[src/hw/rtl/gri_pkg.sv]
// Shared types, register codes and constants of the gyro rate integrator.
package gri_pkg;

	localparam int ACC_W   = 48;
	localparam int HALF_W  = ACC_W / 2;
	localparam int MUL_A_W = 33;
	localparam int MUL_B_W = 18;
	localparam int MUL_P_W = MUL_A_W + MUL_B_W;

	localparam logic signed [ACC_W-1:0] ACC_MAX = {1'b0, {(ACC_W-1){1'b1}}};
	localparam logic signed [ACC_W-1:0] ACC_MIN = {1'b1, {(ACC_W-1){1'b0}}};

	// Configuration register indexes
	localparam logic [7:0] CFG_DATA_REGISTER = 8'd0;
	localparam logic [7:0] CFG_RATE_GAIN     = 8'd1;
	localparam logic [7:0] CFG_OUTPUT_GAIN   = 8'd2;
	localparam logic [7:0] CFG_HALF_RANGE    = 8'd3;

	// Register reset values
	localparam logic [7:0]  RST_DATA_REGISTER = 8'd1;
	localparam logic [31:0] RST_RATE_GAIN     = 32'd11439;
	localparam logic [15:0] RST_OUTPUT_GAIN   = 16'd300;
	localparam logic [14:0] RST_HALF_RANGE    = 15'd600;

	typedef struct packed {
		logic [7:0] first_reg;
		logic [7:0] byte_x_high;
		logic [7:0] byte_x_low;
		logic [7:0] byte_y_high;
		logic [7:0] byte_y_low;
		logic [7:0] byte_z_high;
		logic [7:0] byte_z_low;
	} sample_t;

	typedef struct packed {
		logic [15:0] match_x;
		logic [15:0] match_y;
		logic [15:0] match_z;
	} result_t;

	typedef enum logic [3:0] {
		ST_IDLE,
		ST_MUL_D,
		ST_ACC,
		ST_MUL_LO,
		ST_MUL_HI,
		ST_COMB,
		ST_FIN,
		ST_CLAMP,
		ST_DONE
	} state_t;

endpackage

[src/hw/rtl/gri_if.sv]
// Valid/ready channel interfaces for samples, results and configuration writes.
interface gri_sample_if;
	logic             valid;
	logic             ready;
	gri_pkg::sample_t data;

	modport source (output valid, output data, input ready);
	modport sink   (input valid, input data, output ready);
endinterface

interface gri_result_if;
	logic             valid;
	logic             ready;
	gri_pkg::result_t data;

	modport source (output valid, output data, input ready);
	modport sink   (input valid, input data, output ready);
endinterface

interface gri_cfg_if;
	logic        valid;
	logic        ready;
	logic [7:0]  index;
	logic [31:0] value;

	modport source (output valid, output index, output value, input ready);
	modport sink   (input valid, input index, input value, output ready);
endinterface

[src/hw/rtl/gri_mul.sv]
// Shared signed multiplier of the integrator datapath.
module gri_mul (
	input  logic signed [gri_pkg::MUL_A_W-1:0] a,
	input  logic signed [gri_pkg::MUL_B_W-1:0] b,
	output logic signed [gri_pkg::MUL_P_W-1:0] p
);

	assign p = gri_pkg::MUL_P_W'(a) * gri_pkg::MUL_P_W'(b);

endmodule

[src/hw/rtl/gyro_rate_integrator_to_pwm_unit.sv]
// Top level: gyro rate integrator producing three PWM match values per record.
// A matching record is accepted in idle and then takes seven steps per axis
// on the one shared 33x18 multiplier and its adders, three axes in turn; the
// unit then waits until the output register is free and loads it. It takes
// the next record only after that, back in idle, never while one is in work.
// A record with another address is taken in idle and dropped.
// Reset (arst_n low) clears angles and previous rates and restores registers.
module gyro_rate_integrator_to_pwm_unit (
	input logic              clk,
	input logic              arst_n,
	gri_sample_if.sink       sample,
	gri_result_if.source     result,
	gri_cfg_if.sink          cfg
);

	localparam int W   = gri_pkg::ACC_W;
	localparam int HW  = gri_pkg::HALF_W;
	localparam int AW  = gri_pkg::MUL_A_W;
	localparam int BW  = gri_pkg::MUL_B_W;
	localparam int PW  = gri_pkg::MUL_P_W;

	// Configuration registers
	logic [7:0]  data_reg_q;
	logic [31:0] rate_gain_q;
	logic [15:0] output_gain_q;
	logic [14:0] half_range_q;

	// Per-axis state
	logic signed [W-1:0]  angle_q [3];
	logic signed [15:0]   prev_q  [3];

	// Working registers
	gri_pkg::state_t      state_q, state_d;
	logic [1:0]           ax_q;
	logic signed [15:0]   rate_q  [3];
	logic signed [PW-1:0] prod_q;
	logic [39:0]          lo_q;
	logic signed [W-1:0]  acc_q;
	logic signed [63:0]   full_q;
	logic signed [31:0]   scaled_q;
	logic [15:0]          match_q [3];

	logic                 out_valid_q;
	gri_pkg::result_t     out_q;

	// Shared multiplier operands
	logic signed [AW-1:0] mul_a;
	logic signed [BW-1:0] mul_b;
	logic signed [PW-1:0] mul_p;

	logic                 take_sample;
	logic                 hit;
	logic                 out_free;
	logic signed [16:0]   rate_sum;
	logic signed [PW-1:0] acc_sum;
	logic                 acc_fits;
	logic signed [W-1:0]  acc_sat;
	logic signed [63:0]   full_biased;
	logic signed [32:0]   s33;
	logic signed [32:0]   hr33;
	logic signed [32:0]   clamped;
	logic signed [32:0]   match_sum;

	gri_mul u_mul (
		.a (mul_a),
		.b (mul_b),
		.p (mul_p)
	);

	assign cfg.ready    = 1'b1;
	assign result.valid = out_valid_q;
	assign result.data  = out_q;

	assign take_sample = sample.valid && sample.ready;
	assign hit         = (sample.data.first_reg == data_reg_q);
	assign out_free    = !out_valid_q || result.ready;

	// Trapezoid sum of previous and new raw rate
	assign rate_sum = 17'(prev_q[ax_q]) + 17'(rate_q[ax_q]);

	// Accumulate and saturate to the 48-bit angle range
	assign acc_sum  = PW'(angle_q[ax_q]) + prod_q;
	assign acc_fits = (acc_sum[PW-1:W-1] == {(PW-W+1){1'b0}}) ||
	                  (acc_sum[PW-1:W-1] == {(PW-W+1){1'b1}});
	always_comb begin
		if (acc_fits) begin
			acc_sat = acc_sum[W-1:0];
		end else if (acc_sum[PW-1]) begin
			acc_sat = gri_pkg::ACC_MIN;
		end else begin
			acc_sat = gri_pkg::ACC_MAX;
		end
	end

	// Bias negative values so the arithmetic shift truncates toward zero
	assign full_biased = full_q + (full_q[63] ? 64'sh0000_0000_FFFF_FFFF : 64'sh0);

	// Clamp about zero and offset by the PWM center
	assign s33  = 33'(scaled_q);
	assign hr33 = {18'b0, half_range_q};
	always_comb begin
		if (s33 > hr33) begin
			clamped = hr33 - 33'sd1;
		end else if (s33 < -hr33) begin
			clamped = 33'sd1 - hr33;
		end else begin
			clamped = s33;
		end
	end
	assign match_sum = hr33 + clamped;

	// Sequencer: next state, ready and multiplier operand selection
	always_comb begin
		state_d      = state_q;
		sample.ready = 1'b0;
		mul_a        = '0;
		mul_b        = '0;
		case (state_q)
			gri_pkg::ST_IDLE: begin
				sample.ready = 1'b1;
				if (sample.valid && hit) begin
					state_d = gri_pkg::ST_MUL_D;
				end
			end
			gri_pkg::ST_MUL_D: begin
				mul_a   = {1'b0, rate_gain_q};
				mul_b   = BW'(rate_sum);
				state_d = gri_pkg::ST_ACC;
			end
			gri_pkg::ST_ACC: begin
				state_d = gri_pkg::ST_MUL_LO;
			end
			gri_pkg::ST_MUL_LO: begin
				mul_a   = {{(AW-HW){1'b0}}, acc_q[HW-1:0]};
				mul_b   = {2'b0, output_gain_q};
				state_d = gri_pkg::ST_MUL_HI;
			end
			gri_pkg::ST_MUL_HI: begin
				mul_a   = {{(AW-HW){acc_q[W-1]}}, acc_q[W-1:HW]};
				mul_b   = {2'b0, output_gain_q};
				state_d = gri_pkg::ST_COMB;
			end
			gri_pkg::ST_COMB: begin
				state_d = gri_pkg::ST_FIN;
			end
			gri_pkg::ST_FIN: begin
				state_d = gri_pkg::ST_CLAMP;
			end
			gri_pkg::ST_CLAMP: begin
				state_d = (ax_q == 2'd2) ? gri_pkg::ST_DONE : gri_pkg::ST_MUL_D;
			end
			gri_pkg::ST_DONE: begin
				// Hold until the output register is free
				if (out_free) begin
					state_d = gri_pkg::ST_IDLE;
				end
			end
			default: begin
				state_d = gri_pkg::ST_IDLE;
			end
		endcase
	end

	// Control state, configuration and per-axis state
	always_ff @(posedge clk or negedge arst_n) begin
		if (!arst_n) begin
			state_q       <= gri_pkg::ST_IDLE;
			ax_q          <= 2'd0;
			out_valid_q   <= 1'b0;
			data_reg_q    <= gri_pkg::RST_DATA_REGISTER;
			rate_gain_q   <= gri_pkg::RST_RATE_GAIN;
			output_gain_q <= gri_pkg::RST_OUTPUT_GAIN;
			half_range_q  <= gri_pkg::RST_HALF_RANGE;
			for (int i = 0; i < 3; i++) begin
				angle_q[i] <= '0;
				prev_q[i]  <= '0;
			end
		end else begin
			state_q <= state_d;

			if (cfg.valid) begin
				case (cfg.index)
					gri_pkg::CFG_DATA_REGISTER: data_reg_q    <= cfg.value[7:0];
					gri_pkg::CFG_RATE_GAIN:     rate_gain_q   <= cfg.value;
					gri_pkg::CFG_OUTPUT_GAIN:   output_gain_q <= cfg.value[15:0];
					gri_pkg::CFG_HALF_RANGE:    half_range_q  <= cfg.value[14:0];
					default: ;
				endcase
			end

			if (take_sample && hit) begin
				ax_q <= 2'd0;
			end else if (state_q == gri_pkg::ST_CLAMP) begin
				ax_q <= ax_q + 2'd1;
			end

			// Commit the saturated angle and advance the previous rate
			if (state_q == gri_pkg::ST_ACC) begin
				angle_q[ax_q] <= acc_sat;
				prev_q[ax_q]  <= rate_q[ax_q];
			end

			if (state_q == gri_pkg::ST_DONE && out_free) begin
				out_valid_q <= 1'b1;
			end else if (result.ready) begin
				out_valid_q <= 1'b0;
			end
		end
	end

	// Datapath registers
	always_ff @(posedge clk) begin
		if (take_sample) begin
			rate_q[0] <= {sample.data.byte_x_high, sample.data.byte_x_low};
			rate_q[1] <= {sample.data.byte_y_high, sample.data.byte_y_low};
			rate_q[2] <= {sample.data.byte_z_high, sample.data.byte_z_low};
		end
		case (state_q)
			gri_pkg::ST_MUL_D: begin
				prod_q <= mul_p;
			end
			gri_pkg::ST_ACC: begin
				acc_q <= acc_sat;
			end
			gri_pkg::ST_MUL_LO: begin
				prod_q <= mul_p;
			end
			gri_pkg::ST_MUL_HI: begin
				lo_q   <= prod_q[39:0];
				prod_q <= mul_p;
			end
			gri_pkg::ST_COMB: begin
				// Recombine high and low halves of angle times gain
				full_q <= {prod_q[39:0], {HW{1'b0}}} + {{HW{1'b0}}, lo_q};
			end
			gri_pkg::ST_FIN: begin
				scaled_q <= full_biased[63:32];
			end
			gri_pkg::ST_CLAMP: begin
				match_q[ax_q] <= match_sum[15:0];
			end
			gri_pkg::ST_DONE: begin
				if (out_free) begin
					out_q.match_x <= match_q[0];
					out_q.match_y <= match_q[1];
					out_q.match_z <= match_q[2];
				end
			end
			default: ;
		endcase
	end

endmodule

[src/flat_wrapper.sv]
// flat-port wrapper written by rule: the top's interface ports become plain ports
module gyro_rate_integrator_to_pwm_unit_flat 
  (clk, arst_n, sample_valid, sample_data, sample_ready, result_valid, result_data, result_ready, cfg_valid, cfg_index, cfg_value, cfg_ready);
  gri_sample_if sample_i ();
  gri_result_if result_i ();
  gri_cfg_if cfg_i ();
  input logic clk;
  input logic arst_n;
  input wire logic [$bits(sample_i.valid)-1:0] sample_valid;
  input wire logic [$bits(sample_i.data)-1:0] sample_data;
  output wire logic [$bits(sample_i.ready)-1:0] sample_ready;
  output wire logic [$bits(result_i.valid)-1:0] result_valid;
  output wire logic [$bits(result_i.data)-1:0] result_data;
  input wire logic [$bits(result_i.ready)-1:0] result_ready;
  input wire logic [$bits(cfg_i.valid)-1:0] cfg_valid;
  input wire logic [$bits(cfg_i.index)-1:0] cfg_index;
  input wire logic [$bits(cfg_i.value)-1:0] cfg_value;
  output wire logic [$bits(cfg_i.ready)-1:0] cfg_ready;
  assign sample_i.valid = sample_valid;
  assign sample_i.data = sample_data;
  assign sample_ready = sample_i.ready;
  assign result_valid = result_i.valid;
  assign result_data = result_i.data;
  assign result_i.ready = result_ready;
  assign cfg_i.valid = cfg_valid;
  assign cfg_i.index = cfg_index;
  assign cfg_i.value = cfg_value;
  assign cfg_ready = cfg_i.ready;
  gyro_rate_integrator_to_pwm_unit u_core (.clk(clk), .arst_n(arst_n), .sample(sample_i), .result(result_i), .cfg(cfg_i));
endmodule
[config.mk]
export PLATFORM = sky130hd
export DESIGN_NAME = gyro_rate_integrator_to_pwm_unit_flat
export DESIGN_NICKNAME = d
export VERILOG_FILES = /design/src/hw/rtl/gri_pkg.sv /design/src/hw/rtl/gri_if.sv /design/src/hw/rtl/gri_mul.sv /design/src/hw/rtl/gyro_rate_integrator_to_pwm_unit.sv /design/src/flat_wrapper.sv
export SDC_FILE = /design/constraint.sdc
export NUM_CORES = 2
export LEC_CHECK = 0
export ABC_AREA = 1
export BUFFER_PORTS_ARGS = -buffer_cell sky130_fd_sc_hd__buf_2
export CAP_MARGIN = 10
export CORE_ASPECT_RATIO = 1.5
export CORE_UTILIZATION = 34
export CTS_BUF_LIST = sky130_fd_sc_hd__clkbuf_2 sky130_fd_sc_hd__clkbuf_4 sky130_fd_sc_hd__clkbuf_8
export CTS_CLUSTER_DIAMETER = 120
export CTS_CLUSTER_SIZE = 40
export DETAILED_ROUTE_END_ITERATION = 8
export GPL_TIMING_DRIVEN = 0
export PLACE_DENSITY = 0.53
export SETUP_SLACK_MARGIN = 0.02
export SKIP_CTS_REPAIR_TIMING = 1
export SLEW_MARGIN = 20
export SYNTH_ARGS = -nofsm -noshare
export SYNTH_HDL_FRONTEND = slang
export SYNTH_HIERARCHICAL = 1
export SYNTH_SLANG_ARGS = --single-unit
[constraint.sdc]
create_clock -name clk -period 15.26 [get_ports clk]
set_clock_uncertainty 0.15 [all_clocks]
set_input_delay 1.526 -clock clk [delete_from_list [all_inputs] [get_ports clk]]
set_output_delay 1.526 -clock clk [all_outputs]
set_load 0.01 [all_outputs]
==> summary.md <==
The run finished with clean final reports. The initial utilization of the core area, before any placement, comes to 34.2%. Summed over all failing endpoints, the final setup total negative slack is 0 ns. The final-report hold violation count was 0.

For the area of the die, the log shows 172000 um^2. The layout overhead on the synthesized area works out to 8.07%. The largest individual stage delay along the critical path comes from the cell sky130_fd_sc_hd__fa_1. The clock reaches the later pin of the worst-skew pair after 0.87 ns. In this run switching power makes up 60.2% of total power. For the final core utilization, the log shows 37.0%. The routed length per placed instance was 22.2 um; the number of routed nets with antenna violations was 0. Using the TritonRoute via totals, the vias-per-cell ratio works out to 4.90. Across the run, the number of max-cap violations was 0. For the worst setup path, the data arrival time is 12.66 ns. During synthesis, Yosys emitted a total of 6 warnings.

The clock network accounts for 5.6% of the total power. The part of the power in combinational logic is 72.6%, and the final wirelength is 213000 um. The number of buffers and inverters on the critical path is 11. The tree built by TritonCTS fans out to 649 sinks.

The run gives 9 as the initial antenna violation count. The worst hold path passes through 0 cells. Overall power consumption after layout is estimated at 14600 uW. The number of filler instances in the final layout was 18100. In this run the critical register-to-register path is launched from u_core/ax_q[0]. At the pin with the least slew margin, the transition time is 1.20 ns. The share of total power dissipated in sequential elements is 21.8%. Data on the critical path is required at its endpoint by 15.66 ns. The shortest period the worst path allows works out to 12.26 ns.

The top fanout value on the critical path came out at 10. Category of the worst setup path capture point: a flip-flop. Number of failing setup endpoints in the final timing report: 0. The cell family contributing the most delay on the critical path is adder cells.

In the final design database the tool counted 8316 nets. The CTS H-tree depth is 1, and the number of port buffers is 150. After global routing the overflow that remains totals 0. Before antenna repair, the detailed router went through 6 iterations. In this run the core area contains 185 standard-cell rows.

The clock edge transition at the registers on the reported setup and hold paths is 0.23 ns. After routing the design area is 62700 um^2. Across every metal layer, demand over resource in global routing totals 24.7%.

The tools report the number of clock buffers inserted by TritonCTS as 25. Counting stages on the worst path, the most repeated cell is sky130_fd_sc_hd__nand2_1. Ranked by total cell area, the synthesized netlist is headed by sky130_fd_sc_hd__fa_1 20%, sky130_fd_sc_hd__edfxtp_1 20%, sky130_fd_sc_hd__nand2_1 14%. The area share of the leading cell type in the synthesized netlist is 19.8%. The most area-hungry cell type in the Yosys netlist is sky130_fd_sc_hd__fa_1. Entering global routing, the biggest net connects 81 pins. The first global-routing pass estimated 313000 um of wire. For the net switching power figure, the log shows 8780 uW.

After layout, the worst path uses 80.4% of the clock period. The combined area of all synthesized cells is 58000 um^2, and the largest voltage drop on the vdd net is 0.241 mV. After the first detailed-routing iteration, the DRC count stood at 3306.

From bottom edge to top edge, the die measures 508 um. The fraction of final layout cells sized beyond drive strength 1 was 6.21%. The net count after synthesis is 8113. In this run the count of I/O pins placed on the die edge is 152. TritonCTS built the clock tree. The wire-length estimate of the detail-placed layout is 180000 um.

No sink is reached through more buffers than the 3 on the longest clock path. Cell internal power was estimated by the tool at 5810 uW. Static timing analysis puts the maximum clock frequency at 0.0815 GHz. Hold is met by 0.277 ns. Power spread over the standard cell area amounts to 233 nW/um^2. After detailed placement, the total cell area comes to 62000 um^2. Setup repair after global routing left no endpoint under its margin. The analysis attributes to cell leakage a power of 0.0317 uW. In this run the clock root is driven by a sky130_fd_sc_hd__clkbuf_8. In this run, synthesis produced a sequential element count of 649.

The share of synthesized area occupied by flip-flops and latches was 31.3%. The headroom to the max-slew limit came out at 20.1%. The die is 339 um wide. For this block, the via count after detailed routing is 47100.

The critical path in this run is classified as reg -> reg. The depth of the worst register-to-register path is 39. The max-slew violation total from the final report was 0; the count of different cell masters after synthesis was 61. The tools report the end point of the most critical hold path as u_core/result.data[6].

Synthesis produced 7134 cells. The tools report the launch point of the worst hold path as u_core/match_q[2][6]. The delay of the slowest critical-path stage was 1.04 ns.

The worst setup path is launched from a flip-flop. The final RePlAce weighted congestion was 0.981. The tightest min-delay check is of the reg -> reg type.

The core area was 169000 um^2. A synthesized cell averages 8.13 um^2. The via count of the first global-routing pass is 48700, and the DRC violation count after routing is 0. The end of the worst register-to-register path is u_core/prod_q[49].

In this run the register-to-register setup slack is 3.00 ns.
through the flow:
step | std cells | worst slack, ns
final | 9607 | 3.00
after floorplan | 7134 | 6.76
after global routing | 9603 | 2.58
after CTS | 9600 | 2.98
after detailed placement | 9554 | 3.14
after global placement | 9528 | 2.90
area by class of cell:
cell class              count  area (um^2)  share of cell area [%]
clock buffers              35          419                   0.669
multi-input cells        4837        33600                    53.6
plain buffers             249         1050                    1.68
inverters                1399         5250                    8.38
flip-flops and latches    649        18200                    29.0
well taps                2244         2810                    4.48
clock inverters            11          238                   0.379
diodes                      7         17.5                  0.0280
repair buffers            176         1120                    1.78
how the worst max path moves through the flow:
stage	from	endpoint	slack (ns)	cells after the start
floorplan	u_core/ax_q[0]	u_core/prod_q[49]	6.76	39
global placement	u_core/ax_q[0]	u_core/prod_q[49]	2.90	35
detailed placement	u_core/ax_q[0]	u_core/prod_q[49]	3.14	39
CTS	u_core/ax_q[0]	u_core/prod_q[49]	2.98	39
global route	u_core/ax_q[0]	u_core/prod_q[49]	2.58	39
finish	u_core/ax_q[0]	u_core/prod_q[49]	3.00	39
cells in the final DEF, fill, tap and decap left out, drive strengths merged, types with 2 or more instances in the layout:
cell / instances
a211oi: 7
a21boi: 5
a21o: 14
a21oi: 279
a22o: 2
a31oi: 13
and2: 9
and3: 3
buf: 209
clkbuf: 251
clkinv: 6
dfrtp: 252
dfstp: 18
diode: 7
edfxtp: 379
fa: 573
ha: 305
inv: 1403
mux2: 16
nand2: 2265
nand3: 172
nand3b: 5
nand4: 43
nor2: 440
nor3: 64
nor3b: 3
nor4: 15
o211ai: 10
o21a: 5
o21ai: 366
o21bai: 25
o22ai: 2
o31ai: 5
or2: 13
xnor2: 45
xor2: 127
synth_stat cells (all sizes together):
cell,n
edfxtp,379
and2,9
fa,573
a21boi,5
dfrtp,252
a31oi,13
a32oi,1
nand4,43
a21oi,279
o21bai,25
dfstp,18
a221oi,1
nor4,15
a211oi,7
nor3b,3
nor3,64
o22ai,2
and3,3
xor2,127
or4,1
a32o,1
conb,1
a221o,1
ha,305
a21o,14
nand2,2265
nand3,172
or2,13
o21ai,366
inv,1399
clkbuf,216
nor2,440
a22o,2
xnor2,45
o31ai,5
o211ai,10
mux2,16
o21a,5
buf,33
nand3b,5
power groups by stage:
stage	sequential [uW]	combinational (uW)	clock [uW]
floorplan	2950	6410	0
global placement	3240	10400	0
detailed placement	3210	10600	0
CTS	3170	10600	854
global route	3200	11300	900
finish	3180	10600	817
worst reg2reg max path: cells and delay by family (launching register included):
family	cells	cell delay [ns]
adders and majority gates	9	4.91
AOI/OAI and AO/OA	6	1.01
and+or+nand+nor	12	1.83
DFF	1	0.65
xor gates and xnor gates	1	0.32
buffers and inverters	11	3.08
logic make-up (layout without fill, tap and decap cells):
family	count (synthesis)	in the layout	share of synthesized area [%]
DFF	649	649	31.3
buffers and inverters	1648	1870	10.9
AOI/OAI and AO/OA	737	737	6.78
xor gates and xnor gates	172	172	2.61
other	1	8	0.00647
muxes	16	16	0.311
and+or+nand+nor	3033	3033	21.7
adders and majority gates	878	878	26.4
flip-flops by register name, summed over array words and instances (netlist names), 15 cells and up:
register	count
u_core/prod_q	51
u_core/half_range_q	15
u_core/acc_q	48
u_core/output_gain_q	16
u_core/result.data	48
u_core/prev_q	48
u_core/rate_q	48
u_core/angle_q	144
u_core/match_q	48
u_core/full_q	64
u_core/rate_gain_q	32
u_core/lo_q	40
u_core/scaled_q	32
layer usage:
metal	part of all wire (%)	vias to the layer above	GRT usage, %
met1	36	23300	26.4
met5	0.0042	-	0
met3	3.2	424	1.55
li1	-	22200	-
met4	8.4	2	17.1
met2	52	1145	46.1
Power figures use the tool's default switching activity.
